**src/sv/tpcf_pkg.sv**
```systemverilog
// Shared constants, status codes and helpers for the three-point circle fit.
// No dependencies; imported by every module of the block.
`default_nettype none

package tpcf_pkg;

  localparam int COORD_WIDTH_DEF = 24;
  localparam int STATUS_W        = 2;

  typedef logic [STATUS_W-1:0] fit_status_t;

  localparam fit_status_t ST_OK         = 2'd0;
  localparam fit_status_t ST_COLLINEAR  = 2'd1;
  localparam fit_status_t ST_NEG_RADIUS = 2'd2;
  localparam fit_status_t ST_SATURATED  = 2'd3;

  // Elaboration-time width helper
  function automatic int max_int(input int a, input int b);
    return (a > b) ? a : b;
  endfunction

endpackage

`default_nettype wire

```
**src/sv/tpcf_div.sv**
```systemverilog
// Pipelined restoring divider: one quotient bit per stage, plus an overflow
// flag when the quotient does not fit QB bits. Depends on tpcf_pkg.
`default_nettype none

module tpcf_div #(
  parameter int NUMW = 8,
  parameter int DVW  = 8,
  parameter int QB   = 4,
  parameter int PW   = 1
) (
  input  wire logic            clk,
  input  wire logic            rst_n,
  input  wire logic            in_valid,
  input  wire logic [NUMW-1:0] in_num,
  input  wire logic [DVW-1:0]  in_dv,
  input  wire logic [PW-1:0]   in_pay,
  output logic                 out_valid,
  output logic [QB-1:0]        out_quo,
  output logic                 out_ovf,
  output logic [PW-1:0]        out_pay
);
  import tpcf_pkg::*;

  localparam int TW = NUMW - QB;
  localparam int CW = max_int(TW, DVW) + 1;

  logic [QB:0]     vld_r;
  logic [DVW-1:0]  rem_r [0:QB];
  logic [DVW-1:0]  dv_r  [0:QB];
  logic [QB-1:0]   low_r [0:QB];
  logic [QB-1:0]   quo_r [0:QB];
  logic            ovf_r [0:QB];
  logic [PW-1:0]   pay_r [0:QB];

  // Advance valid bits every cycle
  always_ff @(posedge clk) begin
    if (!rst_n) begin
      vld_r <= '0;
    end else begin
      vld_r <= {vld_r[QB-1:0], in_valid};
    end
  end

  // Check for quotient overflow and seed the remainder
  always_ff @(posedge clk) begin
    rem_r[0] <= DVW'(in_num[NUMW-1:QB]);
    ovf_r[0] <= CW'(in_num[NUMW-1:QB]) >= CW'(in_dv);
    low_r[0] <= in_num[QB-1:0];
    dv_r[0]  <= in_dv;
    quo_r[0] <= '0;
    pay_r[0] <= in_pay;
  end

  // One quotient bit per stage
  for (genvar k = 1; k <= QB; k++) begin : g_step
    logic [DVW:0]   trial;
    logic           ge;
    logic [DVW:0]   diff;

    always_comb begin
      trial = {rem_r[k-1], low_r[k-1][QB-1]};
      ge    = trial >= {1'b0, dv_r[k-1]};
      diff  = trial - {1'b0, dv_r[k-1]};
    end

    always_ff @(posedge clk) begin
      rem_r[k] <= ge ? diff[DVW-1:0] : trial[DVW-1:0];
      quo_r[k] <= {quo_r[k-1][QB-2:0], ge};
      low_r[k] <= {low_r[k-1][QB-2:0], 1'b0};
      dv_r[k]  <= dv_r[k-1];
      ovf_r[k] <= ovf_r[k-1];
      pay_r[k] <= pay_r[k-1];
    end
  end

  assign out_valid = vld_r[QB];
  assign out_quo   = quo_r[QB];
  assign out_ovf   = ovf_r[QB];
  assign out_pay   = pay_r[QB];

endmodule

`default_nettype wire

```
**config.mk**
```make
export PLATFORM = sky130hd
export DESIGN_NAME = tpcf_div
export DESIGN_NICKNAME = d
export VERILOG_FILES = /design/src/sv/tpcf_pkg.sv /design/src/sv/tpcf_div.sv
export SDC_FILE = /design/constraint.sdc
export NUM_CORES = 1
export LEC_CHECK = 0
export ABC_CLOCK_PERIOD_IN_PS = 2800
export BUFFER_PORTS_ARGS = -buffer_cell sky130_fd_sc_hd__clkbuf_2
export CAP_MARGIN = 20
export CORE_ASPECT_RATIO = 1.2
export CORE_MARGIN = 3
export CORE_UTILIZATION = 50
export DETAILED_ROUTE_END_ITERATION = 12
export PLACE_DENSITY = 0.72
export SETUP_SLACK_MARGIN = 0.05
export SLEW_MARGIN = 20
export SYNTH_ARGS = -nofsm -noshare
export SYNTH_HDL_FRONTEND = slang
export SYNTH_SLANG_ARGS = --single-unit
```
**constraint.sdc**
```tcl
create_clock -name clk -period 2.8 [get_ports clk]
set_input_delay 0.28 -clock clk [delete_from_list [all_inputs] [get_ports clk]]
set_output_delay 0.28 -clock clk [all_outputs]
set_load 0.01 [all_outputs]
```
== Yosys cells after proc, flatten, opt, wreduce, memory -nomap -nowiden ==
Memories as Yosys holds them, arrays and structs flattened.
Index checks and enable logic that the tools add are counted.

* Bits in latches: 0
* Memories kept: 6
* Input bits: 20
* Output and inout bits: 7
* Logic and storage cells: 20
* Flip-flop bits (word level): 5
* ROM bits: 0
* Memory bits (writable): 130

* Bitwise operators: 0
* Equality and inequality tests: 0
* Multiplexer cells: 4
* Div/mod/pow operators: 0
* Shift-type cells: 0
* Add/sub/neg operators: 4
* Order comparisons: 5
* $mul: 0
* Reduce and logical (&&, ||, !) cells: 0

{| class="wikitable"
|+ Memory list
! name !! words !! bits a word !! rd ports !! clocked after Yosys merged registers in !! wr ports !! RTL line !! source
|-
| dv_r || 5 || 8 || 4 || 0 || 5 || tpcf_div.sv:29 || <nowiki>logic [DVW-1:0] dv_r [0:QB];</nowiki>
|-
| rem_r || 5 || 8 || 4 || 0 || 5 || tpcf_div.sv:28 || <nowiki>logic [DVW-1:0] rem_r [0:QB];</nowiki>
|-
| low_r || 5 || 4 || 4 || 0 || 5 || tpcf_div.sv:30 || <nowiki>logic [QB-1:0] low_r [0:QB];</nowiki>
|-
| quo_r || 5 || 4 || 5 || 0 || 5 || tpcf_div.sv:31 || <nowiki>logic [QB-1:0] quo_r [0:QB];</nowiki>
|-
| ovf_r || 5 || 1 || 5 || 0 || 5 || tpcf_div.sv:32 || <nowiki>logic ovf_r [0:QB];</nowiki>
|-
| pay_r || 5 || 1 || 5 || 0 || 5 || tpcf_div.sv:33 || <nowiki>logic [PW-1:0] pay_r [0:QB];</nowiki>
|}

{| class="wikitable"
|+ Operators with widths
! kind !! count
|-
| >= comparator 9 x 8 -> 1 bit || 4
|-
| two-way mux 8 bit || 4
|-
| subtractor 8 bit || 4
|-
| >= comparator 4 x 8 -> 1 bit || 1
|}

== Depth between registers and ports, before layout ==
* Word-level depth: 2
* Gate-level depth with buffers: 9
* Depth with buffers taken out: 8

== Least setup slack after synthesis ==
No wires, ideal clock.

* Path type: reg-to-reg
* Start: memory dv_r[2][6] (netlist: dv_r[0][22])
* End: memory rem_r[3][2] (netlist: rem_r[0][26])
* Arrival: 1.893 ns
* Slack: 0.786 ns
* Data required time: 2.679 ns
* Library setup time: 0.121 ns
* Stages on the path, launching flop included: 8
* Path buffers: 1
* Path through: dfxtp_1 > inv_1 > ha_1 > a21o_1 > a2111oi_0 > o21a_1 > buf_4 > mux2_2

{| class="wikitable"
|+ RTL lines
! item !! RTL line
|-
| start: declaration || tpcf_div.sv:29
|-
| end: declaration || tpcf_div.sv:28
|}

==> out/results.ini <==
[sta]
hold_viol_final=0
max_freq_mhz=429
tns_ns=0
slew_headroom_pct=51.7
final-max-slew-violation-count=0
worst_slew_pin_slew_ns=0.723
period_minus_slack_ns=2.33
grt_setup_unrepaired=no
skew_ns=0.0106
finalCritPeriodShare_pct=83.2
setup_violations=0
whs_ns=0.0134

[power]
internal_power_mw=2.32
swShare_pct=24.7
p_sw_mw=0.761
powerDensity_nw_per_um2=761
ir_drop_uv=418
p_clk_share_pct=34.3
p_leak_nw=1.99
p_comb_share_pct=16.3
power_frac_seq_pct=49.3

[finish]
nets=406
seq_area_um2=1900
n_antenna_cell=0
drive_above_1_share_pct=16.3
area_delta_synth_final_pct=12.2
multiInputGateArea_um2=1490
nFillCells=594
postLayoutCellArea_um2=4050

[synthesis]
yosysTopAreaCell=dfxtp_1
syn_area_um2=3610
synth.area.top_cells=dfxtp_1 (53%), ha_1 (11%), inv_1 (4.6%)
synth-seq-cells=95
synth_edf_count=0
synth_ff_type=dfxtp_1
synthDistinctLibCells=51
syn-num-nets=376
synth_warnings=0
synthCells=320
synth_area_per_cell_um2=11.3
seq_area_frac_synth_pct=52.7
yosysTopAreaCellShare_pct=52.7
synthArstFlopShare_pct=0

[routing]
wirelength_mm=5.42
avgRoutedWirePerCell_um=12.3
via_per_inst=5.02
wl_met1_mm=2.22
top_layer_used=met4
drt_iter0_markers=71
wl_met2_mm=2.87
ant_nets=0
first_pass_iters=4
drt_drc_violations_left=0
num_vias=2219
wl_met3_um=191

[placement]
io_buffers=26
dpl.hpwl_mm=4.10
globalplace.congestion=0.920
placed_area_um2=3800

[setup_path]
worstSetupEndpointType=flop
worstPathArrival_ns=2.58
critical_path_class=reg -> reg
crit_required_ns=3.05
cp_max_fo=9
start_kind=flop

[cts]
htree_levels=3
cts_buffer_depth=2
cts_resized=0
cts_buffers=9
cts_tree=yes
clkLatencyLatePin_ns=0.36
ctsHoldBuffers=0
path_clk_slew_ns=0.09
root_buffer=clkbuf_8
post_cts_buffers=0
clkSinkCount=95

[global_routing]
grt_pass1_vias=2222
antenna_found_initial=0
grt_max_degree=17
grt_overflow=0
grtUsageTotal_pct=14.5
grt_pass1_wl_mm=9.60

[job]
maxCapViolCount=0

[die]
die_w_um=83.6
die_area_um2=8280
fp-row-count=33
start_util_pct=52.0
coreArea_um2=6940
die_y_um=99.1
ioPinCount=27

[hold_path]
min_path_type=in -> reg

[outcome]
status=finished, final reports clean

-- kinds of logic (layout without fill, tap and decap cells) --
| logic type | Yosys count | count (layout) | synth area share, % |
|---|---|---|---|
| AO/OA/AOI/OAI | 56 | 56 | 11.8 |
| flip-flops | 95 | 95 | 52.7 |
| buffers and inverters | 52 | 87 | 6.00 |
| adder cells (fa/ha/maj) | 36 | 36 | 13.1 |
| XOR/XNOR | 8 | 8 | 1.94 |
| multiplexers | 15 | 15 | 5.06 |
| AND/OR/NAND/NOR | 58 | 58 | 9.46 |
-- Yosys cell counts (5+ instances only) --
cell type,number
a21o_1,10
a21oi_1,9
and2_1,6
buf_4,5
dfxtp_1,95
ha_1,33
inv_1,44
mux2_4,5
nand2_1,8
nand2b_1,7
nor2_1,12
o21a_1,6
o21ai_0,8
xnor2_1,6
-- worst max-delay path, cell delays in order (launching register included) --
cell and delay (ns):
dfxtp_1 0.33, inv_1 0.05, ha_1 0.36, a21o_1 0.24, a2111oi_0 0.43, o21a_1 0.43
mux2_2 0.38
-- registers in the layout, summed over array words and instances (netlist names) --
register / count
dv_r: 32
low_r: 10
ovf_r: 5
pay_r: 5
quo_r: 10
rem_r: 28
vld_r: 5
-- cell usage in the layout (no fill, tap or decap), types with 7 or more instances in the layout --
| cell | n |
|---|---|
| a21oi_1 | 9 |
| nand2_1 | 8 |
| o21ai_0 | 8 |
| dfxtp_1 | 95 |
| inv_1 | 44 |
| clkbuf_8 | 9 |
| a21o_1 | 10 |
| ha_1 | 33 |
| nand2b_1 | 7 |
| nor2_1 | 12 |
| clkbuf_2 | 26 |
-- stage by stage --
stage	std cells	setup slack, ns	util (%)	total power, mW
after floorplan	320	0.786	-	1.95
after global placement	425	0.566	54.7	2.03
after detailed placement	425	0.517	54.7	2.05
after CTS	441	0.485	58.2	3.11
after global routing	442	0.383	58.4	3.25
final	442	0.471	58.4	3.08
-- power groups by stage --
stage / clock network (mW) / registers [mW] / logic, mW
floorplan: 0 / 1.54 / 0.417
global placement: 0 / 1.55 / 0.480
detailed placement: 0 / 1.55 / 0.501
CTS: 1.08 / 1.52 / 0.504
global route: 1.14 / 1.53 / 0.572
finish: 1.06 / 1.52 / 0.504
-- metal layers --
layer	track usage [%]	vias to the layer above
li1	-	1140
met5	0	-
met1	15.1	1013
met2	27.0	49
met4	8.17	0
met3	2.76	17
-- layout make-up --
| class | instances | share of cell area, % |
|---|---|---|
| Multi-Input combinational cell | 173 | 36.8 |
| Clock inverter | 6 | 2.84 |
| Inverter | 44 | 4.08 |
| Timing Repair Buffer | 27 | 3.46 |
| Clock buffer | 10 | 3.15 |
| Sequential cell | 95 | 47.0 |
| Tap cell | 87 | 2.69 |
-- final timing paths --
check | start | to | slack [ns] | cells after the start
worst min-delay path | in_num[1] | low_r[0][1] | 0.01 | 1
worst min register to register | quo_r[0][4] | quo_r[0][9] | 0.33 | 0
worst max-delay path | dv_r[0][22] | rem_r[0][26] | 0.47 | 6
worst max register to register | dv_r[0][22] | rem_r[0][26] | 0.47 | 6
Note: power is estimated with default switching activity, not from simulation.
