`src/sv/tpcf_pkg.sv`:
```
// Shared constants, status codes and helpers for the three-point circle fit.
// No dependencies; imported by every module of the block.
`default_nettype none

package tpcf_pkg;

  localparam int COORD_WIDTH_DEF = 24;
  localparam int STATUS_W        = 2;

  typedef logic [STATUS_W-1:0] fit_status_t;

  localparam fit_status_t ST_OK         = 2'd0;
  localparam fit_status_t ST_COLLINEAR  = 2'd1;
  localparam fit_status_t ST_NEG_RADIUS = 2'd2;
  localparam fit_status_t ST_SATURATED  = 2'd3;

  // Elaboration-time width helper
  function automatic int max_int(input int a, input int b);
    return (a > b) ? a : b;
  endfunction

endpackage

`default_nettype wire

```
`src/sv/tpcf_sqrt.sv`:
```
// Pipelined restoring integer square root: one root bit per stage.
// Depends on tpcf_pkg.
`default_nettype none

module tpcf_sqrt #(
  parameter int RADW = 16,
  parameter int PW   = 1
) (
  input  wire logic              clk,
  input  wire logic              rst_n,
  input  wire logic              in_valid,
  input  wire logic [RADW-1:0]   in_rad,
  input  wire logic [PW-1:0]     in_pay,
  output logic                   out_valid,
  output logic [RADW/2-1:0]      out_root,
  output logic [PW-1:0]          out_pay
);
  import tpcf_pkg::*;

  localparam int RTW = RADW / 2;
  localparam int RMW = RTW + 2;

  logic [RTW-1:0]  vld_r;
  logic [RTW-1:0]  root_r [0:RTW-1];
  logic [RMW-1:0]  rem_r  [0:RTW-1];
  logic [RADW-1:0] rad_r  [0:RTW-1];
  logic [PW-1:0]   pay_r  [0:RTW-1];

  // Advance valid bits every cycle
  always_ff @(posedge clk) begin
    if (!rst_n) begin
      vld_r <= '0;
    end else begin
      vld_r <= {vld_r[RTW-2:0], in_valid};
    end
  end

  for (genvar k = 0; k < RTW; k++) begin : g_step
    logic [RTW-1:0]  root_i;
    logic [RMW-1:0]  rem_i;
    logic [RADW-1:0] rad_i;
    logic [PW-1:0]   pay_i;
    logic [RMW+1:0]  cur;
    logic [RMW+1:0]  trial;
    logic [RMW+1:0]  diff;
    logic            ge;

    // Source of this stage: ports for the first, previous stage otherwise
    if (k == 0) begin : g_first
      assign root_i = '0;
      assign rem_i  = '0;
      assign rad_i  = in_rad;
      assign pay_i  = in_pay;
    end else begin : g_next
      assign root_i = root_r[k-1];
      assign rem_i  = rem_r[k-1];
      assign rad_i  = rad_r[k-1];
      assign pay_i  = pay_r[k-1];
    end

    // Bring down two radicand bits, try root*4+1
    always_comb begin
      cur   = {rem_i, rad_i[RADW-1 -: 2]};
      trial = (RMW+2)'({root_i, 2'b01});
      ge    = cur >= trial;
      diff  = cur - trial;
    end

    always_ff @(posedge clk) begin
      rem_r[k]  <= ge ? diff[RMW-1:0] : cur[RMW-1:0];
      root_r[k] <= {root_i[RTW-2:0], ge};
      rad_r[k]  <= {rad_i[RADW-3:0], 2'b00};
      pay_r[k]  <= pay_i;
    end
  end

  assign out_valid = vld_r[RTW-1];
  assign out_root  = root_r[RTW-1];
  assign out_pay   = pay_r[RTW-1];

endmodule

`default_nettype wire

```
`config.mk`:
```
export PLATFORM = sky130hd
export DESIGN_NAME = tpcf_sqrt
export DESIGN_NICKNAME = d
export VERILOG_FILES = /design/src/sv/tpcf_pkg.sv /design/src/sv/tpcf_sqrt.sv
export SDC_FILE = /design/constraint.sdc
export NUM_CORES = 1
export LEC_CHECK = 0
export ABC_AREA = 1
export BUFFER_PORTS_ARGS = -buffer_cell sky130_fd_sc_hd__buf_2
export CORE_MARGIN = 10
export CORE_UTILIZATION = 60
export DETAILED_ROUTE_END_ITERATION = 6
export PLACE_DENSITY = 0.78
export RECOVER_POWER = 100
export SYNTH_ARGS = -nofsm -noshare
export SYNTH_HDL_FRONTEND = slang
export SYNTH_SLANG_ARGS = --single-unit
export TNS_END_PERCENT = 100
```
`constraint.sdc`:
```
create_clock -name clk -period 1.8 [get_ports clk]
set_input_delay 0 -clock clk [delete_from_list [all_inputs] [get_ports clk]]
set_output_delay 0 -clock clk [all_outputs]
set_load 0.01 [all_outputs]
```
After elaboration in Yosys (flattened, before gate mapping):

Memories as Yosys holds them, arrays and structs flattened.
Index checks and enable logic that the tools add are counted.

* $lt $le $gt $ge: 8
* add/subtract/negate cells: 8
* mux-type cells: 8

Operators with widths (count)
* >= comparator 12 x 10 -> 1 bit: 7
* two-way mux 10 bit: 8
* subtractor 10 bit: 7
* subtractor 2 x 1 -> 3 bit, second input constant: 1
* >= comparator 2 x 1 -> 1 bit, second input constant: 1

* input bits: 20
* register bits after elaboration: 8
* memories kept: 4
* memory bits (writable): 264
* logic and storage cells: 29
* output and inout port bits: 10

Memories
* rad_r: depth 8, width 14, read ports 7, clocked after memory_dff 0, wr ports 8, RTL line tpcf_sqrt.sv:26 `logic [RADW-1:0] rad_r [0:RTW-1];`
* rem_r: depth 8, width 10, read ports 7, clocked after memory_dff 0, wr ports 8, RTL line tpcf_sqrt.sv:25 `logic [RMW-1:0] rem_r [0:RTW-1];`
* root_r: depth 8, width 8, read ports 8, clocked after memory_dff 0, wr ports 8, RTL line tpcf_sqrt.sv:24 `logic [RTW-1:0] root_r [0:RTW-1];`
* pay_r: depth 8, width 1, read ports 8, clocked after memory_dff 0, wr ports 8, RTL line tpcf_sqrt.sv:27 `logic [PW-1:0] pay_r [0:RTW-1];`

Depth between registers and ports, before layout:

Gate-level depths: netlist (run 1).
An unclocked memory read counts as a cell.

* depth after elaboration: 3
* gate-level depth with buffers: 12
* depth with buffers taken out: 11

Least setup slack after synthesis (run 1):

Ideal clock, no wire load.

* kind: flip-flop to flip-flop
* start point: mem root_r[0][17] (netlist name)
* end point: mem rem_r[1][14] (netlist name)
* setup time: 0.118 ns
* period minus slack after synthesis: 1.550 ns
* setup slack: 0.250 ns
* required time: 1.682 ns
* data arrival time: 1.432 ns
* stages on the path, launching flop included: 10
* path through: dfxtp_1 inv_1 ha_1 a21oi_1 o21ai_2 nand2_2 nand2_4 nor2_8 buf_12 o21ai_2

RTL lines (RTL line)
* start, declared: tpcf_sqrt.sv:24
* end, declared: tpcf_sqrt.sv:25

==> flow_metrics.py, run 1 <==
metrics = {
    "status": {
        "run_status": "completed",
    },
    "sta": {
        "setup_ws_ns": 0.0216,
        "setup_viol": 0,
        "hold_violations": 0,
        "maxSlewViolCount": 0,
        "finalCriticalPeriod_ns": 1.78,
        "period_share_pct": 98.8,
        "fin_skew_ns": 0.0113,
        "max_freq_mhz": 562,
        "setup_tns_ns": 0,
    },
    "power_and_ir_drop": {
        "p_sw_share_pct": 33.3,
        "power_frac_seq_pct": 43.6,
        "power_density_nw_per_um2": 1410,
        "irDropWorstVdd_mv": 1.17,
        "combinationalPowerShare_pct": 24.3,
        "cellLeakagePower_nw": 3.90,
        "power.total_w": 0.0109,
        "cellInternalPower_w": 0.00730,
        "p_clk_share_pct": 32.1,
        "p_switching_w": 0.00364,
    },
    "synth": {
        "synth_top_area_cell": "dfxtp_1",
        "synthSimpleGateAreaFrac_pct": 21.5,
        "synth_fa_ha_area_share_pct": 8.10,
        "synthArstFlopShare_pct": 0,
        "ys_ff_latch": 171,
        "syn_nets": 799,
        "synth_area_um2": 6490,
        "yosys.area.top_type_share_pct": 52.7,
        "synthFlopType": "dfxtp_1",
        "synth-edff-count": 0,
        "synth_compound_area_share_pct": 7.69,
        "synth_seq_area_share_pct": 52.7,
        "synth_common_cells": "nand2_1, dfxtp_1, inv_1",
        "yosys-mux-area-fraction_pct": 0,
        "yosys_warnings": 0,
        "synth_cell_type_count": 35,
        "synthTopCellsByArea": "dfxtp_1, nand2_1, ha_1, inv_1, nand3_1",
        "avgSynthCellArea_um2": 8.81,
        "synth_most_common_cell": "nand2_1",
        "postSynthCellCount": 737,
        "synth_top_family_by_area": "simple AND/OR/NAND/NOR gates",
        "synthXorXnorAreaFrac_pct": 2.70,
    },
    "global_routing": {
        "overflow": 0,
        "grt_first_pass_wirelength_um": 21700,
        "grt_max_degree": 20,
        "grt_antenna_before_repair": 0,
        "grtUsageMet1_pct": 20.5,
        "grt.met3_usage_pct": 5.07,
        "grt.total_usage_pct": 17.8,
        "grt_pass1_vias": 4801,
        "met2_usage_pct": 30.4,
        "grt-busiest-layer": "met2",
    },
    "clock_tree": {
        "cts_buffers": 17,
        "insertion_delay_ns": 0.54,
        "cts_buffer_depth": 2,
        "cts_tree": "built",
        "cts_sinks": 171,
        "cts.reportedPaths.clkPinSlew_ns": 0.07,
        "htree_num_levels": 4,
        "root_buffer": "clkbuf_8",
    },
    "drt": {
        "drt_iter0_drc": 371,
        "drtAntennaViolNets": 0,
        "wirelength_um": 13200,
        "vias": 4858,
        "drc": 0,
        "wl_per_cell_um": 13.7,
        "first_pass_iters": 6,
        "avgViaCountPerCell": 5.05,
    },
    "placed_design": {
        "hpwl_um": 9150,
        "place_ws_ns": 0.0505,
        "gp_congestion": 0.991,
        "dp_cells": 903,
        "port-buffer-count": 29,
    },
    "layout": {
        "instances_no_fill": 962,
        "final_nets": 875,
        "fin_util_pct": 74.3,
        "drive_gt1_share_pct": 15.9,
        "syn2layout_area_growth_pct": 19.2,
        "antenna_cells": 0,
    },
    "critical_path": {
        "startpoint_type": "register",
        "r2r_cells": 9,
        "crit_chain": "inv_1, ha_2, nand2_2, nor2_1, nand4_1, nand2_2, nor2_8, buf_12, a21oi_2",
        "r2r_slack_ns": 0.02,
        "r2r-start": "root_r[0][18]",
        "cp_max_fo": 6,
        "cp_slowest_stage_delay_ns": 0.38,
        "r2r-end": "rem_r[1][19]",
        "worstPathRequired_ns": 2.27,
        "endpoint_kind": "register",
        "worstPathArrival_ns": 2.25,
        "slowest_stage": "dfxtp_1",
        "crit_type": "register to register",
        "worst_path_most_repeated_cell": "nand2_2",
    },
    "worst_hold_path": {
        "hold_path_startpoint": "in_rad[10]",
        "min_to": "rad_r[0][10]",
        "min_path_cells": 2,
        "hold_class": "input pin to register",
    },
    "die": {
        "rows": 37,
        "die_y_um": 124,
        "io_pins": 30,
        "dieArea_um2": 15400,
        "start_util_pct": 62.3,
        "core_um2": 10400,
        "die_w_um": 124,
    },
    "job": {
        "maxCapViolCount": 0,
    },
}
-- worst max-delay path: cells and delay by family (launching register included) --
family | cells | cell delay, ns
adders and majority gates | 1 | 0.38
buffers and inverters | 2 | 0.20
DFF | 1 | 0.38
and+or+nand+nor | 5 | 0.64
AOI/OAI and AO/OA | 1 | 0.11
-- layer usage --
layer,vias up,wire [um]
li1,2460,-
met1,2231,5630
met2,140,6490
met3,27,815
met4,0,269
met5,-,0
-- power groups by stage --
stage / combinational, W / clock (W) / sequential [W]
2_1_floorplan: 0.00197 / 0 / 0.00473
3_3_place_gp: 0.00239 / 0 / 0.00482
3_5_place_dp: 0.00246 / 0 / 0.00484
4_1_cts: 0.00254 / 0.00356 / 0.00475
5_1_grt: 0.00302 / 0.00372 / 0.00483
6_report: 0.00266 / 0.00351 / 0.00477
-- worst max-delay path by stage --
stage	endpoint	slack, ns	from	cells past startpoint
floorplan	rem_r[1][14]	0.25	root_r[0][17]	9
global placement	rem_r[3][3]	0.09	root_r[1][9]	9
detailed placement	rem_r[1][12]	0.05	root_r[0][17]	9
CTS	rem_r[3][1]	0.02	root_r[1][9]	9
global route	rem_r[1][15]	-0.02	root_r[0][18]	9
finish	rem_r[1][19]	0.02	root_r[0][18]	9
-- flip-flops by register name, summed over array words and instances, names as in the netlist --
signal  cells
rem_r      63
pay_r       8
rad_r      56
root_r     36
vld_r       8
-- repair_timing --
| action | CTS | global route |
|---|---|---|
| hold buffers | 21 | 0 |
| hold endpoints to repair | 26 | 0 |
| gates resized for setup | 0 | 23 |
| buffers inserted | 0 | 4 |
| endpoints found under the setup margin | 0 | 39 |
-- per-stage QoR --
| stage | hold slack, ns | instance area [um2] |
|---|---|---|
| after floorplan | 0.0277 | 6490 |
| after global routing | 0.0761 | 7740 |
| after detailed placement | 0.104 | 6800 |
| after CTS | 0.0733 | 7600 |
| final | 0.0921 | 7740 |
| after global placement | 0.103 | 6800 |
-- logic make-up after synthesis --
kind of cell | Yosys count
and+or+nand+nor | 311
DFF | 171
buffers and inverters | 115
AOI/OAI and AO/OA | 77
adders and majority gates | 42
xor gates and xnor gates | 20
other | 1
-- cell usage in the layout, fill, tap and decap left out, types with 5 or more instances in the layout --
cell             n
nand4_1          7
o21ai_0         22
nand3_1         41
inv_8            5
nand3b_1         6
nor2_1          50
clkbuf_1        14
a21oi_2         14
inv_1          104
xor2_1          11
dlygate4sd3_1   21
nand2_1        174
buf_4            8
nand2_2         13
clkinv_8         6
o21ai_2         15
ha_1            37
dfxtp_1        170
clkbuf_16       16
nor2_2           5
a21oi_1         20
buf_2           15
xnor2_1          9
-- final cells by class --
type | count | area [um2]
flip-flops and latches | 171 | 3420
multi-input cells | 453 | 2690
fillers | 714 | 2680
inverters | 111 | 435
clock buffers | 18 | 428
repair buffers | 59 | 418
well taps | 136 | 170
clock inverters | 14 | 169
Power figures use the tool's default switching activity.
==> run 2: changes to the inputs <==
--- a/config.mk
+++ b/config.mk
@@ -5,7 +5,6 @@
 export SDC_FILE = /design/constraint.sdc
 export NUM_CORES = 1
 export LEC_CHECK = 0
-export ABC_AREA = 1
 export BUFFER_PORTS_ARGS = -buffer_cell sky130_fd_sc_hd__buf_2
 export CORE_MARGIN = 10
 export CORE_UTILIZATION = 60
==> run 2 against run 1 <==
Compared with the run above:
- the flow now finishes with violations (setup timing)
- worst setup slack got worse by 0.12 ns
- sequential share of layout area fell by 1.4 points
- power up 2.2%
- synthesized cell count decreased by 29%
- cell area up 3.9%
- clock power rose by 6.6%
- register-to-register slack lost 0.12 ns
- flip-flop and latch count stayed put
==> flow_metrics.py, run 2 <==
metrics = {
    "sta": {
        "setup_viol": 17,
        "rsz0062_at_grt": "true",
        "max_freq_mhz": 526,
        "maxSlewViolCount": 0,
        "hold_violations": 0,
        "finalCriticalPeriod_ns": 1.90,
        "fin_skew_ns": 0.0129,
        "setup_ws_ns": -0.103,
        "period_share_pct": 106,
        "setup_tns_ns": -0.580,
        "holdWs_ns": 0.107,
    },
    "critical_path": {
        "endpoint_kind": "register",
        "cp_max_fo": 6,
        "startpoint_type": "register",
        "worstPathRequired_ns": 2.25,
        "crit_type": "register to register",
        "worstPathArrival_ns": 2.35,
    },
    "drt": {
        "avgViaCountPerCell": 5.46,
        "vias": 4338,
        "wl_per_cell_um": 19.1,
        "drt_iter0_drc": 291,
        "first_pass_iters": 4,
        "drtAntennaViolNets": 0,
        "wirelength_um": 15200,
        "drc": 0,
    },
    "synth": {
        "syn_nets": 585,
        "synth_area_um2": 5890,
        "synth_cell_type_count": 56,
        "synthXorXnorAreaFrac_pct": 5.04,
        "synth-edff-count": 0,
        "yosys-mux-area-fraction_pct": 2.61,
        "synthArstFlopShare_pct": 0,
        "synth_fa_ha_area_share_pct": 8.92,
        "synth_top_family_by_area": "compound AO/OA/AOI/OAI gates",
        "ys_ff_latch": 171,
        "synth_seq_area_share_pct": 58.1,
        "synthSimpleGateAreaFrac_pct": 10.6,
        "synthTopCellsByArea": "dfxtp_1, ha_1, xnor2_1, inv_1, a21oi_1",
        "yosys_warnings": 0,
        "synth_most_common_cell": "dfxtp_1",
        "synth_top_area_cell": "dfxtp_1",
        "yosys.area.top_type_share_pct": 58.1,
        "synthFlopType": "dfxtp_1",
        "postSynthCellCount": 523,
        "avgSynthCellArea_um2": 11.3,
        "synth_common_cells": "dfxtp_1, inv_1, ha_1",
        "synth_compound_area_share_pct": 10.8,
    },
    "power_and_ir_drop": {
        "irDropWorstVdd_mv": 1.15,
        "power.total_w": 0.0112,
        "cellLeakagePower_nw": 3.60,
        "power_density_nw_per_um2": 1390,
    },
    "clock_tree": {
        "root_buffer": "clkbuf_8",
        "cts_sinks": 171,
        "cts_buffers": 17,
        "htree_num_levels": 4,
        "insertion_delay_ns": 0.54,
        "cts_buffer_depth": 2,
        "cts_tree": "built",
        "cts.reportedPaths.clkPinSlew_ns": 0.07,
    },
    "status": {
        "run_status": "finished with violations",
        "violations": "setup timing",
    },
    "worst_hold_path": {
        "hold_class": "input pin to register",
    },
    "global_routing": {
        "grt_max_degree": 19,
        "overflow": 0,
        "grt_antenna_before_repair": 0,
        "grt_pass1_vias": 4282,
        "grt.total_usage_pct": 16.9,
        "grt_first_pass_wirelength_um": 19400,
    },
    "die": {
        "die_y_um": 119,
        "rows": 36,
        "io_pins": 30,
        "dieArea_um2": 14200,
        "core_um2": 9680,
        "start_util_pct": 60.8,
        "die_w_um": 119,
    },
    "layout": {
        "top_register": "rem_r",
        "drive_gt1_share_pct": 37.5,
        "largest_reg_flops": 63,
        "final_nets": 711,
        "top_regs": "rem_r x63, rad_r x56, root_r x36",
        "antenna_cells": 0,
        "final_cell_mix": "dfxtp_1, buf_4, inv_1, nor2_1, buf_2",
        "syn2layout_area_growth_pct": 36.6,
        "final_common_cell": "dfxtp_1",
    },
    "placed_design": {
        "place_ws_ns": -0.146,
        "port-buffer-count": 29,
        "hpwl_um": 7390,
        "gp_congestion": 0.892,
    },
    "job": {
        "maxCapViolCount": 0,
    },
}
## run 2: cell types whose count changed after synthesis, moves of 14 or more
cell     before  now
o21ai_2      16    0
nand2_1     177   11
inv_1       105   51
nor2_1       52   35
nand3_1      41    4
o21a_1        0   14
## run 2: metal layers
layer / routed length (um) / GRT usage [%] / part of all wire (%)
met4: 563 / 7.56 / 3.7
met5: 0 / 0 / 0
met3: 689 / 5.57 / 4.5
met2: 8190 / 31.7 / 54
met1: 5730 / 16.5 / 38
## run 2: critical path, stage by stage (launching register included)
cell and delay [ns]:
dfxtp_2 0.36, inv_2 0.05, ha_4 0.27, buf_6 0.09
nand4_1 0.14, o21bai_4 0.23, o211ai_4 0.28, buf_6 0.17
nor2_2 0.04, a211oi_2 0.18
## run 2: timing repair
| action | 4_1_cts | 5_1_grt |
|---|---|---|
| pin swaps | 6 | 36 |
| buffers inserted | 1 | 10 |
| hold endpoints to repair | 26 | 0 |
| hold buffers | 21 | 0 |
| endpoints found under the setup margin | 23 | 57 |
| cloned | 0 | 1 |
| resized for setup | 25 | 116 |
## run 2: path summary, 6_finish.rpt
check / start / to / slack [ns] / depth (start not counted)
hold / removal: in_rad[2] / rad_r[0][2] / 0.11 / 2
setup / recovery: root_r[1][11] / rem_r[3][6] / -0.10 / 9
hold reg to reg: rad_r[3][10] / rad_r[4][12] / 0.33 / 0
setup reg to reg: root_r[1][11] / rem_r[3][6] / -0.10 / 9
## run 2: cell type report
type / instances / area (um2)
Inverter: 51 / 194
Clock buffer: 17 / 414
Timing Repair Buffer: 112 / 840
Fill cell: 457 / 1640
Sequential cell: 171 / 3450
Multi-Input combinational cell: 296 / 2780
Clock inverter: 15 / 199
Tap cell: 133 / 166
## run 2: power breakdown
part           total, W  switching (W)  internal [W]
Clock           0.00374        0.00167       0.00206
Combinational   0.00265        0.00126       0.00139
Sequential      0.00481       0.000418       0.00439
## run 2: logic make-up after synthesis
kind of cell | count (synthesis)
flip-flops | 171
AND/OR/NAND/NOR | 112
AO/OA/AOI/OAI | 95
buffers and inverters | 56
adder cells (fa/ha/maj) | 42
XOR/XNOR | 33
multiplexers | 13
other | 1
## run 2: through the flow
stage,area [um2],std cells,util (%)
after floorplan,5930,523,-
final,8040,795,83.0
after global placement,6580,730,67.9
after global routing,8040,795,83.0
after detailed placement,6580,730,67.9
after CTS,7540,784,77.8
==> run 3: changes to the inputs <==
--- a/config.mk
+++ b/config.mk
@@ -6,9 +6,10 @@
 export NUM_CORES = 1
 export LEC_CHECK = 0
 export BUFFER_PORTS_ARGS = -buffer_cell sky130_fd_sc_hd__buf_2
-export CORE_MARGIN = 10
+export CORE_MARGIN = 1
 export CORE_UTILIZATION = 60
 export DETAILED_ROUTE_END_ITERATION = 6
+export HOLD_SLACK_MARGIN = 0.05
 export PLACE_DENSITY = 0.78
 export RECOVER_POWER = 100
 export SYNTH_ARGS = -nofsm -noshare
==> run 3 against run 2 <==
Compared with the run above:
- the flow still finishes with violations (setup timing)
- power decreased by 0.58%
- critical path type unchanged
- highest routed layer unchanged
- largest cell class unchanged
- combinational power increased by 2%
- non-clock buffer count shrank 4
==> flow_metrics.py, run 3 (synthesis gave the netlist of run 2 again) <==
metrics = {
    "status": {
        "run_status": "finished with violations",
        "violations": "setup timing",
    },
    "layout": {
        "final_nets": 707,
        "top_regs": "rem_r x63, rad_r x56, root_r x36",
        "largest_reg_flops": 63,
        "final_common_cell": "dfxtp_1",
        "instances_no_fill": 787,
        "antenna_cells": 0,
        "final_cell_mix": "dfxtp_1, buf_4, inv_1, buf_2, nor2_1",
        "syn2layout_area_growth_pct": 34.9,
        "top_register": "rem_r",
        "drive_gt1_share_pct": 35.7,
        "fillers": 449,
    },
    "clock_tree": {
        "cts_buffers": 17,
        "htree_num_levels": 4,
        "cts_tree": "built",
        "root_buffer": "clkbuf_8",
        "cts_sinks": 171,
        "cts.reportedPaths.clkPinSlew_ns": 0.09,
        "cts_buffer_depth": 2,
        "insertion_delay_ns": 0.56,
    },
    "job": {
        "maxCapViolCount": 0,
    },
    "global_routing": {
        "grt.total_usage_pct": 27.5,
        "grt_max_degree": 20,
        "grt_pass1_vias": 4456,
        "overflow": 0,
        "grt_first_pass_wirelength_um": 21000,
        "grt_antenna_before_repair": 1,
    },
    "critical_path": {
        "startpoint_type": "register",
        "r2r-end": "rem_r[3][6]",
        "endpoint_kind": "register",
        "crit_family": "compound AO/OA/AOI/OAI gates",
        "slowest_stage": "dfxtp_2",
        "worst-path-buf-inv": 3,
        "worst_path_most_repeated_cell": "buf_6",
        "crit_type": "register to register",
        "cp-endpoint": "rem_r[3][6]",
        "r2r_slack_ns": -0.08,
        "worstPathRequired_ns": 2.26,
        "crit_chain": "inv_2, ha_4, buf_6, nand4_1, o21bai_4, o211ai_4, buf_6, nor2_2, a211oi_2",
        "critPathLaunch": "root_r[1][11]",
        "critical_path_depth": 9,
        "cp_max_fo": 5,
        "r2r_cells": 9,
        "r2r-start": "root_r[1][11]",
        "worstPathArrival_ns": 2.35,
        "cp_slowest_stage_delay_ns": 0.35,
    },
    "die": {
        "rows": 35,
        "dieArea_um2": 10200,
        "io_pins": 30,
        "die_y_um": 101,
        "start_util_pct": 62.8,
        "die_w_um": 101,
        "core_um2": 9370,
    },
    "sta": {
        "setup_tns_ns": -0.210,
        "maxSlewViolCount": 0,
        "period_share_pct": 105,
        "setup_ws_ns": -0.0839,
        "max_freq_mhz": 531,
        "hold_violations": 0,
        "fin_skew_ns": 0.0168,
        "setup_viol": 6,
        "finalCriticalPeriod_ns": 1.88,
        "rsz0062_at_grt": "true",
    },
    "drt": {
        "wl_per_cell_um": 19.5,
        "wirelength_um": 15300,
        "drtAntennaViolNets": 0,
        "avgViaCountPerCell": 5.53,
        "first_pass_iters": 5,
        "drc": 0,
        "vias": 4349,
        "drt_iter0_drc": 184,
    },
    "placed_design": {
        "dp_cells": 726,
        "gp_congestion": 0.899,
        "hpwl_um": 7120,
        "port-buffer-count": 29,
    },
    "power_and_ir_drop": {
        "cellLeakagePower_nw": 3.57,
        "power.total_w": 0.0111,
        "power_density_nw_per_um2": 1400,
        "irDropWorstVdd_mv": 1.10,
    },
    "worst_hold_path": {
        "hold_class": "input pin to register",
        "hold_path_startpoint": "in_rad[3]",
    },
}
## run 3: worst min path at each step
stage	endpoint	slack [ns]	depth (start not counted)
2_1_floorplan	pay_r[0]	0.03	0
3_3_place_gp	rad_r[0][8]	0.10	1
3_5_place_dp	rad_r[0][8]	0.10	1
4_1_cts	rad_r[0][4]	0.07	2
5_1_grt	rad_r[0][2]	0.07	2
6_report	rad_r[0][3]	0.07	2
## run 3: power by group
part	internal [W]	leakage, nW	total, W	switching (W)
Sequential	0.00439	1.43	0.00483	0.000438
Combinational	0.00140	1.86	0.00270	0.00130
Clock	0.00180	0.280	0.00360	0.00180
Total	0.00759	3.57	0.0111	0.00354
## run 3: cell type report
class	instances	area, um2	area share [%]
inverter	51	194	2.44
multi-input combinational	296	2740	34.5
tap	129	161	2.03
clock buffer	17	414	5.21
sequential	171	3450	43.4
timing repair buffer	108	812	10.2
clock inverter	15	175	2.21
## run 3: what timing repair did
action	in CTS	in global routing
cloned	0	1
endpoints found under the hold margin	26	0
hold buffers	21	0
buffers inserted	3	4
gates resized for setup	32	97
setup endpoints to repair	41	56
pin swaps	11	24
## run 3: worst register-to-register path, stage by stage, from the launching register on
cell and delay [ns]:
dfxtp_2 0.35, inv_2 0.05, ha_4 0.28, buf_6 0.10
nand4_1 0.11, o21bai_4 0.21, o211ai_4 0.29, buf_6 0.17
nor2_2 0.04, a211oi_2 0.20
## run 3: stage by stage
step	hold WS (ns)	worst slack [ns]	instance area, um2	util [%]
floorplan	0.0277	0.0178	5930	-
detailed placement	0.104	-0.146	6570	70.1
CTS	0.0653	-0.0275	7560	80.7
global route	0.0731	-0.163	7940	84.8
global placement	0.102	-0.0546	6570	70.1
finish	0.0685	-0.0839	7940	84.8
## run 3: metal layers
layer  up-vias  routed length, um  global-route usage (%)
li1       2017                  -                       -
met1      2106               5860                    29.9
met2       168               8060                    50.3
met3        58                734                    6.38
met4         0                654                    12.8
met5         -                  0                       0
